==> config.mk <==
export PLATFORM = sky130hd
export DESIGN_NAME = syntax_highlight_token_classifier_top
export DESIGN_NICKNAME = d
export VERILOG_FILES = /design/src/shtc_pkg.sv /design/src/syntax_highlight_token_classifier_top.sv /design/src/shtc_front.sv /design/src/shtc_queue.sv /design/src/shtc_back.sv
export SDC_FILE = /design/constraint.sdc
export NUM_CORES = 1
export LEC_CHECK = 0
export BUFFER_PORTS_ARGS = -buffer_cell sky130_fd_sc_hd__buf_2
export CAP_MARGIN = 30
export CORE_ASPECT_RATIO = 1.75
export CORE_MARGIN = 2
export CORE_UTILIZATION = 39
export DETAILED_ROUTE_END_ITERATION = 10
export GPL_ROUTABILITY_DRIVEN = 0
export PLACE_DENSITY = 0.59
export SLEW_MARGIN = 20
export SYNTH_ARGS = -nofsm -noshare
export SYNTH_HDL_FRONTEND = slang
export SYNTH_SLANG_ARGS = --single-unit
==> constraint.sdc <==
create_clock -name clock -period 7.7 [get_ports clock]
set_clock_uncertainty 0.05 [all_clocks]
set_input_delay 1.54 -clock clock [delete_from_list [all_inputs] [get_ports clock]]
set_output_delay 1.54 -clock clock [all_outputs]
set_load 0.02 [all_outputs]
==> src/shtc_pkg.sv <==
// Package for the syntax highlight token classifier.
// Holds the channel payload types, highlight classes, the front-to-back command
// control type, the fixed word lists and the byte test functions.
`default_nettype none

package shtc_pkg;

   localparam logic [2:0] CLS_TEXT    = 3'd0;
   localparam logic [2:0] CLS_COMMENT = 3'd1;
   localparam logic [2:0] CLS_STRING  = 3'd2;
   localparam logic [2:0] CLS_NUMBER  = 3'd3;
   localparam logic [2:0] CLS_KEYWORD = 3'd4;
   localparam logic [2:0] CLS_SECTION = 3'd5;
   localparam logic [2:0] CLS_CLASS   = 3'd6;

   localparam logic [7:0] CH_DOLLAR = 8'h24;
   localparam logic [7:0] CH_HASH   = 8'h23;
   localparam logic [7:0] CH_QUOTE  = 8'h22;
   localparam logic [7:0] CH_TAB    = 8'h09;
   localparam logic [7:0] CH_LF     = 8'h0A;
   localparam logic [7:0] CH_CR     = 8'h0D;

   // Two class names of the word list, as ASCII bytes with the first byte at the top.
   localparam logic [79:0] WORD_SCOPED_REFS = 80'h6c6f_6361_6c5f_7265_6673;
   localparam logic [63:0] WORD_LIMIT_REFS  = 64'h6d69_6e5f_7265_6673;

   typedef struct packed {
      logic [7:0] character;
      logic       text_end;
   } req_type;

   typedef struct packed {
      logic [7:0] out_character;
      logic [2:0] highlight_class;
      logic       run_last;
      logic       final_byte;
   } rsp_type;

   typedef struct packed {
      logic       classify;
      logic       has_single;
      logic [7:0] single_char;
      logic [2:0] single_cls;
      logic       final_item;
   } cmd_ctrl_type;

   localparam int KW_COUNT = 25;
   localparam int KW_CHARS = 10;

   // Entries are left aligned and padded with spaces, which never occur in a word.
   localparam logic [KW_CHARS*8-1:0] KW_TEXT [KW_COUNT] = '{
      "if        ", "else      ", "while     ", "requires  ", "this      ",
      "other     ", "type      ", "false     ", "true      ", "set       ",
      "see       ", "mod       ", "act       ", "do        ", "refs      ",
      WORD_SCOPED_REFS, {WORD_LIMIT_REFS, "  "}, "env       ", "int       ", "bool      ",
      "real      ", "point     ", "text      ", "vector    ", "box       "
   };

   localparam logic [3:0] KW_LEN [KW_COUNT] = '{
      4'd2, 4'd4, 4'd5, 4'd8, 4'd4, 4'd5, 4'd4, 4'd5, 4'd4, 4'd3,
      4'd3, 4'd3, 4'd3, 4'd2, 4'd4, 4'd10, 4'd8, 4'd3, 4'd3, 4'd4,
      4'd4, 4'd5, 4'd4, 4'd6, 4'd3
   };

   localparam logic [2:0] KW_CLS [KW_COUNT] = '{
      CLS_KEYWORD, CLS_KEYWORD, CLS_KEYWORD, CLS_KEYWORD, CLS_KEYWORD,
      CLS_KEYWORD, CLS_KEYWORD, CLS_KEYWORD, CLS_KEYWORD, CLS_SECTION,
      CLS_SECTION, CLS_SECTION, CLS_SECTION, CLS_SECTION, CLS_CLASS,
      CLS_CLASS, CLS_CLASS, CLS_CLASS, CLS_CLASS, CLS_CLASS,
      CLS_CLASS, CLS_CLASS, CLS_CLASS, CLS_CLASS, CLS_CLASS
   };

   function automatic logic is_digit(input logic [7:0] ch);
      return (ch >= "0") && (ch <= "9");
   endfunction

   function automatic logic is_sep(input logic [7:0] ch);
      logic sep;
      case (ch)
         ",", ".", "-", "+", "/", "*", "=", "<", ">", "(", ")", "{", "}",
         "[", "]", ";", ":", "&", "|", "~", " ",
         CH_HASH, CH_DOLLAR, CH_TAB, CH_LF, CH_CR: sep = 1'b1;
         default: sep = 1'b0;
      endcase
      return sep;
   endfunction

   // The first entry whose text and length match wins; no match is plain text.
   function automatic logic [2:0] kw_lookup(input logic [KW_CHARS*8-1:0] word,
                                            input logic [4:0] len);
      logic [2:0] cls;
      logic       hit;
      cls = CLS_TEXT;
      for (int i = KW_COUNT - 1; i >= 0; i--) begin
         hit = (len == {1'b0, KW_LEN[i]});
         for (int k = 0; k < KW_CHARS; k++) begin
            if ((k < int'(KW_LEN[i])) &&
                (word[k*8 +: 8] != KW_TEXT[i][(KW_CHARS-1-k)*8 +: 8])) begin
               hit = 1'b0;
            end
         end
         if (hit) begin
            cls = KW_CLS[i];
         end
      end
      return cls;
   endfunction

endpackage

`default_nettype wire

==> src/syntax_highlight_token_classifier_top.sv <==
// Top level of the syntax highlight token classifier.
// Instantiates shtc_front, shtc_queue and shtc_back; depends on shtc_pkg.
//
// The block takes one text byte per transfer and returns every byte, in order, with
// its highlight class. The front accepts one byte per cycle while the two-entry
// command queue has room and holds word bytes (up to MAX_WORD) until the word ends;
// a byte that closes a word or causes a result becomes one command in the queue.
// With the block idle, the first result of a byte passes through the queue entry, the
// back's command registers and the output register before it is valid. The back drives
// one result per cycle while the output is taken, with no gap between commands. A word
// of n bytes ended by a separator bursts n + 1 results, at most MAX_WORD + 1, and once
// the queue fills the input stalls until the burst drains.
`default_nettype none

module syntax_highlight_token_classifier_top
   import shtc_pkg::*;
#(
   parameter int MAX_WORD = 10
) (
   input  wire logic    clock,
   input  wire logic    reset,
   input  wire logic    req_valid,
   output logic         req_ready,
   input  wire req_type req_data,
   output logic         rsp_valid,
   input  wire logic    rsp_ready,
   output rsp_type      rsp_data
);

   localparam int LEN_W = $clog2(MAX_WORD + 1);
   localparam int IDX_W = $clog2(MAX_WORD);
   localparam int Q_W   = $bits(cmd_ctrl_type) + LEN_W + MAX_WORD * 8;

   logic                     q_full;
   logic                     q_push;
   logic                     q_pop;
   logic                     q_valid;
   cmd_ctrl_type             cmd_ctrl;
   logic [LEN_W-1:0]         cmd_len;
   logic [MAX_WORD-1:0][7:0] cmd_word;
   cmd_ctrl_type             head_ctrl;
   logic [LEN_W-1:0]         head_len;
   logic [MAX_WORD-1:0][7:0] head_word;
   logic [Q_W-1:0]           q_in;
   logic [Q_W-1:0]           q_out;

   assign q_in = {cmd_ctrl, cmd_len, cmd_word};
   assign {head_ctrl, head_len, head_word} = q_out;

   shtc_front #(
      .MAX_WORD (MAX_WORD),
      .LEN_W    (LEN_W),
      .IDX_W    (IDX_W)
   ) u_front (
      .clock     (clock),
      .reset     (reset),
      .req_valid (req_valid),
      .req_ready (req_ready),
      .req_data  (req_data),
      .q_full    (q_full),
      .q_push    (q_push),
      .cmd_ctrl  (cmd_ctrl),
      .cmd_len   (cmd_len),
      .cmd_word  (cmd_word)
   );

   shtc_queue #(
      .WIDTH (Q_W)
   ) u_queue (
      .clock     (clock),
      .reset     (reset),
      .push      (q_push),
      .push_data (q_in),
      .full      (q_full),
      .pop       (q_pop),
      .pop_data  (q_out),
      .not_empty (q_valid)
   );

   shtc_back #(
      .MAX_WORD (MAX_WORD),
      .LEN_W    (LEN_W),
      .IDX_W    (IDX_W)
   ) u_back (
      .clock     (clock),
      .reset     (reset),
      .q_valid   (q_valid),
      .q_pop     (q_pop),
      .q_ctrl    (head_ctrl),
      .q_len     (head_len),
      .q_word    (head_word),
      .rsp_valid (rsp_valid),
      .rsp_ready (rsp_ready),
      .rsp_data  (rsp_data)
   );

endmodule

`default_nettype wire

==> src/shtc_front.sv <==
// Front end of the token classifier: scan state, word buffer and command build.
// Accepts one byte per cycle while the queue has room; writes one command per byte that causes results.
// Depends on shtc_pkg.
`default_nettype none

module shtc_front
   import shtc_pkg::*;
#(
   parameter int MAX_WORD = 10,
   parameter int LEN_W    = $clog2(MAX_WORD + 1),
   parameter int IDX_W    = $clog2(MAX_WORD)
) (
   input  wire logic                         clock,
   input  wire logic                         reset,
   input  wire logic                         req_valid,
   output logic                              req_ready,
   input  wire req_type                      req_data,
   input  wire logic                         q_full,
   output logic                              q_push,
   output cmd_ctrl_type                      cmd_ctrl,
   output logic [LEN_W-1:0]                  cmd_len,
   output logic [MAX_WORD-1:0][7:0]          cmd_word
);

   localparam logic [2:0] MODE_IDLE   = 3'd0;
   localparam logic [2:0] MODE_DOLLAR = 3'd1;
   localparam logic [2:0] MODE_HASH   = 3'd2;
   localparam logic [2:0] MODE_STRING = 3'd3;
   localparam logic [2:0] MODE_NUMBER = 3'd4;
   localparam logic [2:0] MODE_WORD   = 3'd5;
   localparam logic [2:0] MODE_LONG   = 3'd6;

   logic [2:0]               mode_ff, mode_in;
   logic [LEN_W-1:0]         len_ff, len_in;
   logic [MAX_WORD-1:0][7:0] buf_ff, buf_in;
   logic                     accept;
   logic [7:0]               ch;
   logic                     sep;
   logic                     fresh;
   logic [2:0]               fresh_cls;
   logic [2:0]               fresh_mode;
   logic                     fresh_word;

   assign req_ready = !q_full;
   assign accept    = req_valid && !q_full;
   assign ch        = req_data.character;
   assign sep       = is_sep(ch);

   always_comb begin
      fresh_word = 1'b0;
      fresh_cls  = CLS_TEXT;
      fresh_mode = MODE_IDLE;
      priority if (ch == CH_DOLLAR) begin
         fresh_cls  = CLS_COMMENT;
         fresh_mode = MODE_DOLLAR;
      end else if (ch == CH_HASH) begin
         fresh_cls  = CLS_COMMENT;
         fresh_mode = MODE_HASH;
      end else if (ch == CH_QUOTE) begin
         fresh_cls  = CLS_STRING;
         fresh_mode = MODE_STRING;
      end else if (is_digit(ch)) begin
         fresh_cls  = CLS_NUMBER;
         fresh_mode = MODE_NUMBER;
      end else if (sep) begin
         fresh_cls  = CLS_TEXT;
         fresh_mode = MODE_IDLE;
      end else begin
         fresh_word = 1'b1;
         fresh_mode = MODE_WORD;
      end
   end

   always_comb begin
      mode_in              = mode_ff;
      len_in               = len_ff;
      buf_in               = buf_ff;
      fresh                = 1'b0;
      cmd_len              = '0;
      cmd_ctrl.classify    = 1'b0;
      cmd_ctrl.has_single  = 1'b0;
      cmd_ctrl.single_char = ch;
      cmd_ctrl.single_cls  = CLS_TEXT;
      cmd_ctrl.final_item  = req_data.text_end;

      unique case (mode_ff)
         MODE_DOLLAR: begin
            cmd_ctrl.has_single = 1'b1;
            cmd_ctrl.single_cls = CLS_COMMENT;
            if (ch == CH_DOLLAR) begin
               mode_in = MODE_IDLE;
            end
         end
         MODE_HASH: begin
            if (ch == CH_LF) begin
               fresh = 1'b1;
            end else begin
               cmd_ctrl.has_single = 1'b1;
               cmd_ctrl.single_cls = CLS_COMMENT;
            end
         end
         MODE_STRING: begin
            cmd_ctrl.has_single = 1'b1;
            cmd_ctrl.single_cls = CLS_STRING;
            if (ch == CH_QUOTE) begin
               mode_in = MODE_IDLE;
            end
         end
         MODE_NUMBER: begin
            if (is_digit(ch)) begin
               cmd_ctrl.has_single = 1'b1;
               cmd_ctrl.single_cls = CLS_NUMBER;
            end else begin
               fresh = 1'b1;
            end
         end
         MODE_WORD: begin
            if (sep) begin
               cmd_len           = len_ff;
               cmd_ctrl.classify = 1'b1;
               len_in            = '0;
               fresh             = 1'b1;
            end else if (len_ff < LEN_W'(MAX_WORD)) begin
               buf_in[len_ff[IDX_W-1:0]] = ch;
               len_in                    = LEN_W'(len_ff + 1'b1);
            end else begin
               cmd_len             = len_ff;
               cmd_ctrl.has_single = 1'b1;
               len_in              = '0;
               mode_in             = MODE_LONG;
            end
         end
         MODE_LONG: begin
            if (sep) begin
               fresh = 1'b1;
            end else begin
               cmd_ctrl.has_single = 1'b1;
            end
         end
         default: begin
            fresh = 1'b1;
         end
      endcase

      if (fresh) begin
         mode_in = fresh_mode;
         if (fresh_word) begin
            buf_in[0] = ch;
            len_in    = LEN_W'(1);
         end else begin
            cmd_ctrl.has_single = 1'b1;
            cmd_ctrl.single_cls = fresh_cls;
         end
      end

      if (req_data.text_end) begin
         if (mode_in == MODE_WORD) begin
            cmd_len           = len_in;
            cmd_ctrl.classify = 1'b1;
         end
         mode_in = MODE_IDLE;
         len_in  = '0;
      end
   end

   assign cmd_word = buf_in;
   assign q_push   = accept && ((cmd_len != '0) || cmd_ctrl.has_single);

   always_ff @(posedge clock) begin
      if (reset) begin
         mode_ff <= MODE_IDLE;
         len_ff  <= '0;
      end else if (accept) begin
         mode_ff <= mode_in;
         len_ff  <= len_in;
      end
   end

   always_ff @(posedge clock) begin
      if (accept) begin
         buf_ff <= buf_in;
      end
   end

endmodule

`default_nettype wire

==> src/shtc_queue.sv <==
// Two-entry command queue between the front and back of the token classifier.
// Generic over the entry width; depends on nothing else.
`default_nettype none

module shtc_queue #(
   parameter int WIDTH = 8
) (
   input  wire logic             clock,
   input  wire logic             reset,
   input  wire logic             push,
   input  wire logic [WIDTH-1:0] push_data,
   output logic                  full,
   input  wire logic             pop,
   output logic [WIDTH-1:0]      pop_data,
   output logic                  not_empty
);

   logic [WIDTH-1:0] entry_ff [2];
   logic             wr_ptr_ff, wr_ptr_in;
   logic             rd_ptr_ff, rd_ptr_in;
   logic [1:0]       count_ff, count_in;

   assign full      = (count_ff == 2'd2);
   assign not_empty = (count_ff != 2'd0);
   assign pop_data  = entry_ff[rd_ptr_ff];

   always_comb begin
      wr_ptr_in = push ? !wr_ptr_ff : wr_ptr_ff;
      rd_ptr_in = pop ? !rd_ptr_ff : rd_ptr_ff;
      unique case ({push, pop})
         2'b10:   count_in = count_ff + 2'd1;
         2'b01:   count_in = count_ff - 2'd1;
         default: count_in = count_ff;
      endcase
   end

   always_ff @(posedge clock) begin
      if (reset) begin
         wr_ptr_ff <= 1'b0;
         rd_ptr_ff <= 1'b0;
         count_ff  <= 2'd0;
      end else begin
         wr_ptr_ff <= wr_ptr_in;
         rd_ptr_ff <= rd_ptr_in;
         count_ff  <= count_in;
      end
   end

   always_ff @(posedge clock) begin
      if (push) begin
         entry_ff[wr_ptr_ff] <= push_data;
      end
   end

endmodule

`default_nettype wire

==> src/shtc_back.sv <==
// Back end of the token classifier: takes commands from the queue, looks up the
// word class, and drives one result per cycle into the output register while the output is taken.
// Depends on shtc_pkg.
`default_nettype none

module shtc_back
   import shtc_pkg::*;
#(
   parameter int MAX_WORD = 10,
   parameter int LEN_W    = $clog2(MAX_WORD + 1),
   parameter int IDX_W    = $clog2(MAX_WORD)
) (
   input  wire logic                    clock,
   input  wire logic                    reset,
   input  wire logic                    q_valid,
   output logic                         q_pop,
   input  wire cmd_ctrl_type            q_ctrl,
   input  wire logic [LEN_W-1:0]        q_len,
   input  wire logic [MAX_WORD-1:0][7:0] q_word,
   output logic                         rsp_valid,
   input  wire logic                    rsp_ready,
   output rsp_type                      rsp_data
);

   logic                     active_ff, active_in;
   logic                     rsp_valid_ff, rsp_valid_in;
   logic [LEN_W-1:0]         idx_ff, idx_in;
   logic [LEN_W-1:0]         len_ff;
   logic [MAX_WORD-1:0][7:0] word_ff;
   logic [2:0]               cls_ff;
   cmd_ctrl_type             ctrl_ff;
   rsp_type                  rsp_data_ff, rsp_data_in;
   logic                     emit;
   logic                     emit_last;
   logic                     in_word;
   logic [2:0]               lookup_cls;

   assign emit       = active_ff && (!rsp_valid_ff || rsp_ready);
   assign in_word    = (idx_ff < len_ff);
   assign emit_last  = in_word ? ((LEN_W'(idx_ff + 1'b1) == len_ff) && !ctrl_ff.has_single)
                               : 1'b1;
   assign q_pop      = q_valid && (!active_ff || (emit && emit_last));
   assign lookup_cls = kw_lookup(q_word[KW_CHARS-1:0], 5'(q_len));

   always_comb begin
      rsp_data_in.out_character   = in_word ? word_ff[idx_ff[IDX_W-1:0]] : ctrl_ff.single_char;
      rsp_data_in.highlight_class = in_word ? cls_ff : ctrl_ff.single_cls;
      rsp_data_in.run_last        = emit_last;
      rsp_data_in.final_byte      = emit_last && ctrl_ff.final_item;

      active_in = active_ff;
      idx_in    = idx_ff;
      if (q_pop) begin
         active_in = 1'b1;
         idx_in    = '0;
      end else if (emit) begin
         if (emit_last) begin
            active_in = 1'b0;
         end else begin
            idx_in = LEN_W'(idx_ff + 1'b1);
         end
      end

      if (emit) begin
         rsp_valid_in = 1'b1;
      end else if (rsp_ready) begin
         rsp_valid_in = 1'b0;
      end else begin
         rsp_valid_in = rsp_valid_ff;
      end
   end

   always_ff @(posedge clock) begin
      if (reset) begin
         active_ff    <= 1'b0;
         rsp_valid_ff <= 1'b0;
         idx_ff       <= '0;
      end else begin
         active_ff    <= active_in;
         rsp_valid_ff <= rsp_valid_in;
         idx_ff       <= idx_in;
      end
   end

   always_ff @(posedge clock) begin
      if (q_pop) begin
         word_ff <= q_word;
         len_ff  <= q_len;
         ctrl_ff <= q_ctrl;
         cls_ff  <= q_ctrl.classify ? lookup_cls : CLS_TEXT;
      end
      if (emit) begin
         rsp_data_ff <= rsp_data_in;
      end
   end

   assign rsp_valid = rsp_valid_ff;
   assign rsp_data  = rsp_data_ff;

endmodule

`default_nettype wire
==> flow_summary.toml <==
[outcome]
status = "finished clean"

[setup_path]
critPathLaunchType = "primary input"
critical-path-max-stage-delay_ns = 0.64
cp_data_arrival_time_ns = 5.12
critical_path_peak_fanout = 52
cp_data_required_time_ns = 7.84
crit_slowest_cell = "sky130_fd_sc_hd__nor2_4"
critPathKind = "primary input to flip-flop"
critPathCapture = "u_queue.entry_ff[1][23]"
worstSetupPathDepth = 12
critical_path.top_delay_family = "compound AO/OA/AOI/OAI gates"
cp-startpoint = "req_data[1]"
crit_path_end_kind = "flip-flop"
timing.critical_path.buf_inv = 3
crit_path_cell_trace = "buf_2, inv_1, ha_1, nand2b_1, a21o_1, a311oi_1, nor2_1, o32a_1, nand4_1, o221ai_2, nor2_4, buf_12"
crit-reg2reg-capture = "u_back.cls_ff[1]"
reg2reg_depth = 9
timing.reg2reg.setup_slack_ns = 3.35

[routing]
post-route-drc-count = 0
routed_wire_per_std_cell_um = 24.7
wl_um = 44800
detailroute.via_count = 10400
post_drt_via_cell_ratio = 5.72
ant_nets = 0
drt_pass1_iterations = 5
detail_route.iter0.violations = 790

[global_route]
globalRoute.totalOverflow = 0
first_pass_grt_wire_length_um = 66500
pin_count_of_the_biggest_net_entering_global_routing = 98
via_count_of_the_first_global_routing_pass = 10500
grt_use_total = 0.187
grt_antenna_before_repair = 1

[clock_network]
cts_made_buffers = 37
clock_tree.root_cell = "sky130_fd_sc_hd__clkbuf_16"
clock_network_latency_to_the_later_pin_of_the_worst_skew_pair_ns = 0.53
cts_setup_buffers = 0
clock_tree_from_tritoncts = "done"
cts.htree.levels = 2
clk_pin_slew_ns = 0.07
postCtsResizedCells = 0
numClockSinks = 404
clk_path_buf_depth = 3
cts_hold_buffers = 0

[place]
placed_instances = 1748
detailed_place_hpwl_um = 31600
port-buffer-count = 27

[yosys]
netlist.area_leader.share = 0.649
synth-main-ff-cell = "sky130_fd_sc_hd__edfxtp_1"
synth_async_sr_flop_share = 0
synth-seq-cells = 404
mappedNetlistArea_um2 = 17900
synth_cell_types = 81
synth_commonest_cells = "sky130_fd_sc_hd__edfxtp_1, sky130_fd_sc_hd__mux2_2, sky130_fd_sc_hd__nand2_1, sky130_fd_sc_hd__nor2_1, sky130_fd_sc_hd__o21ai_0"
syn_nets = 1211
syn_avg_cell_area_um2 = 15.1
yosys_warn_count = 0
seq_area_frac_synth = 0.669
synth.largest_area_cell = "sky130_fd_sc_hd__edfxtp_1"
synth_enable_flop_cells = 386
synth_top_cells_by_area = "sky130_fd_sc_hd__edfxtp_1, sky130_fd_sc_hd__mux2_2, sky130_fd_sc_hd__dfxtp_1"
synthCells = 1182
most_frequently_used_cell_type_in_the_post_synthesis_netlist = "sky130_fd_sc_hd__edfxtp_1"

[layout]
layout-drive-gt1-share = 0.210
area_growth_syn_to_layout_pct = 10.8
n_antenna_cell = 0
design.final.nets = 1239
layoutNonFillerInstCount = 1811

[sta]
slew_headroom = 0.422
finalSetupViolCount = 0
worst_slew_pin_slew_ns = 0.865
achievable-frequency_mhz = 201
drv_slew = 0
post_route_worst_hold_slack_ns = 0.442
rsz0062_at_grt = "false"
finalHoldViolCount = 0
fin_crit_ns = 4.98
layout_worst_path_cycle_share = 0.647

[die]
dieArea_um2 = 47600
die_w_um = 166
core_region_area_um2 = 45200
design.portCount = 28
floorplan.initialDensity = 0.395
placement_rows = 103
floorplan.die.height_um = 287

[min_path]
hold_path_class = "flip-flop to flip-flop"

[pwr]
p_leak_nw = 5.52
finalPower_mw = 5.92
power.ir.vdd_worst_uv = 185
power_per_cell_area_nw_per_um2 = 299

[job]
maxCapViolations = 0
## layout by cell type, fill, tap and decap left out, drive strengths merged, types with 13 or more instances in the layout
cell type  netlist  routed
mux4            16      16
a21oi           18      18
nor2            56      56
dfxtp           18      18
nand2           62      62
clkbuf          27      46
nor3            17      17
edfxtp         386     386
nand3           29      29
nor2b           13      13
nand2b          21      21
ha              16      16
buf             24      40
mux2i           27      27
mux2           147     147
inv             29      30
o21ai           41      41
## flip-flops by register name, indices dropped and copies added, names as in the netlist, 2 cells and up, named ones only
register	flops
u_front.buf_ff	80
u_back.word_ff	80
u_queue.entry_ff	194
u_front.len_ff	4
u_back.cls_ff	3
u_front.mode_ff	3
u_back.len_ff	4
u_back.ctrl_ff	12
u_back.rsp_data	13
u_queue.count_ff	2
u_back.idx_ff	4
## layout make-up
class                      count  area (um^2)
inverter                      29          110
clock inverter                17          165
timing repair buffer          40          270
multi-input combinational    698         5610
fill                        3920        25400
sequential                   404        12000
clock buffer                  46          960
tap                          577          722
## per-layer routing
layer  global-route usage  vias to the layer above  routed length (um)
met1                0.211                     5206               17000
met2                0.352                      322               24200
met3               0.0229                      118                1760
met4               0.0798                        2                1910
met5                    0                        -                  11
li1                     -                     4705                   -
## power breakdown
part / switching, mW / total (mW) / internal (mW)
Sequential: 0.116 / 2.91 / 2.79
Combinational: 0.828 / 1.24 / 0.417
Clock: 0.784 / 1.77 / 0.987
## how the worst min path moves through the flow
stage / from / to / slack, ns / cells after the start
detailed placement: u_back.active_ff / u_back.rsp_valid / 0.43 / 2
CTS: u_back.active_ff / u_back.rsp_valid / 0.44 / 2
finish: u_back.active_ff / u_back.rsp_valid / 0.44 / 2
floorplan: u_back.active_ff / u_back.rsp_valid / 0.40 / 2
global route: u_back.active_ff / u_back.rsp_valid / 0.48 / 2
global placement: u_back.active_ff / u_back.rsp_valid / 0.41 / 2
## worst min-delay path, stage by stage (launching register included)
cell	delay, ns
sky130_fd_sc_hd__dfxtp_1	0.34
sky130_fd_sc_hd__nor2_1	0.05
sky130_fd_sc_hd__nor2_1	0.07
## kinds of logic (layout without fill, tap and decap cells)
family | Yosys count | count (layout) | synth area share
simple gates | 307 | 307 | 0.0967
xor+xnor | 12 | 12 | 0.00588
flops | 404 | 404 | 0.669
mux | 190 | 190 | 0.128
buf+inv | 80 | 132 | 0.0185
compound gates | 173 | 173 | 0.0711
fa+ha+maj | 16 | 16 | 0.0112
## through the flow
step	util	area, um^2	setup TNS (ns)	setup slack (ns)
5_1_grt	0.438	19800	0	2.36
3_5_place_dp	0.413	18700	0	2.14
3_3_place_gp	0.413	18700	0	2.26
4_1_cts	0.438	19800	0	2.72
6_report	0.438	19800	0	2.72
2_1_floorplan	-	17900	-130.88	-0.675
No activity file was read; power rests on OpenSTA's default activity.
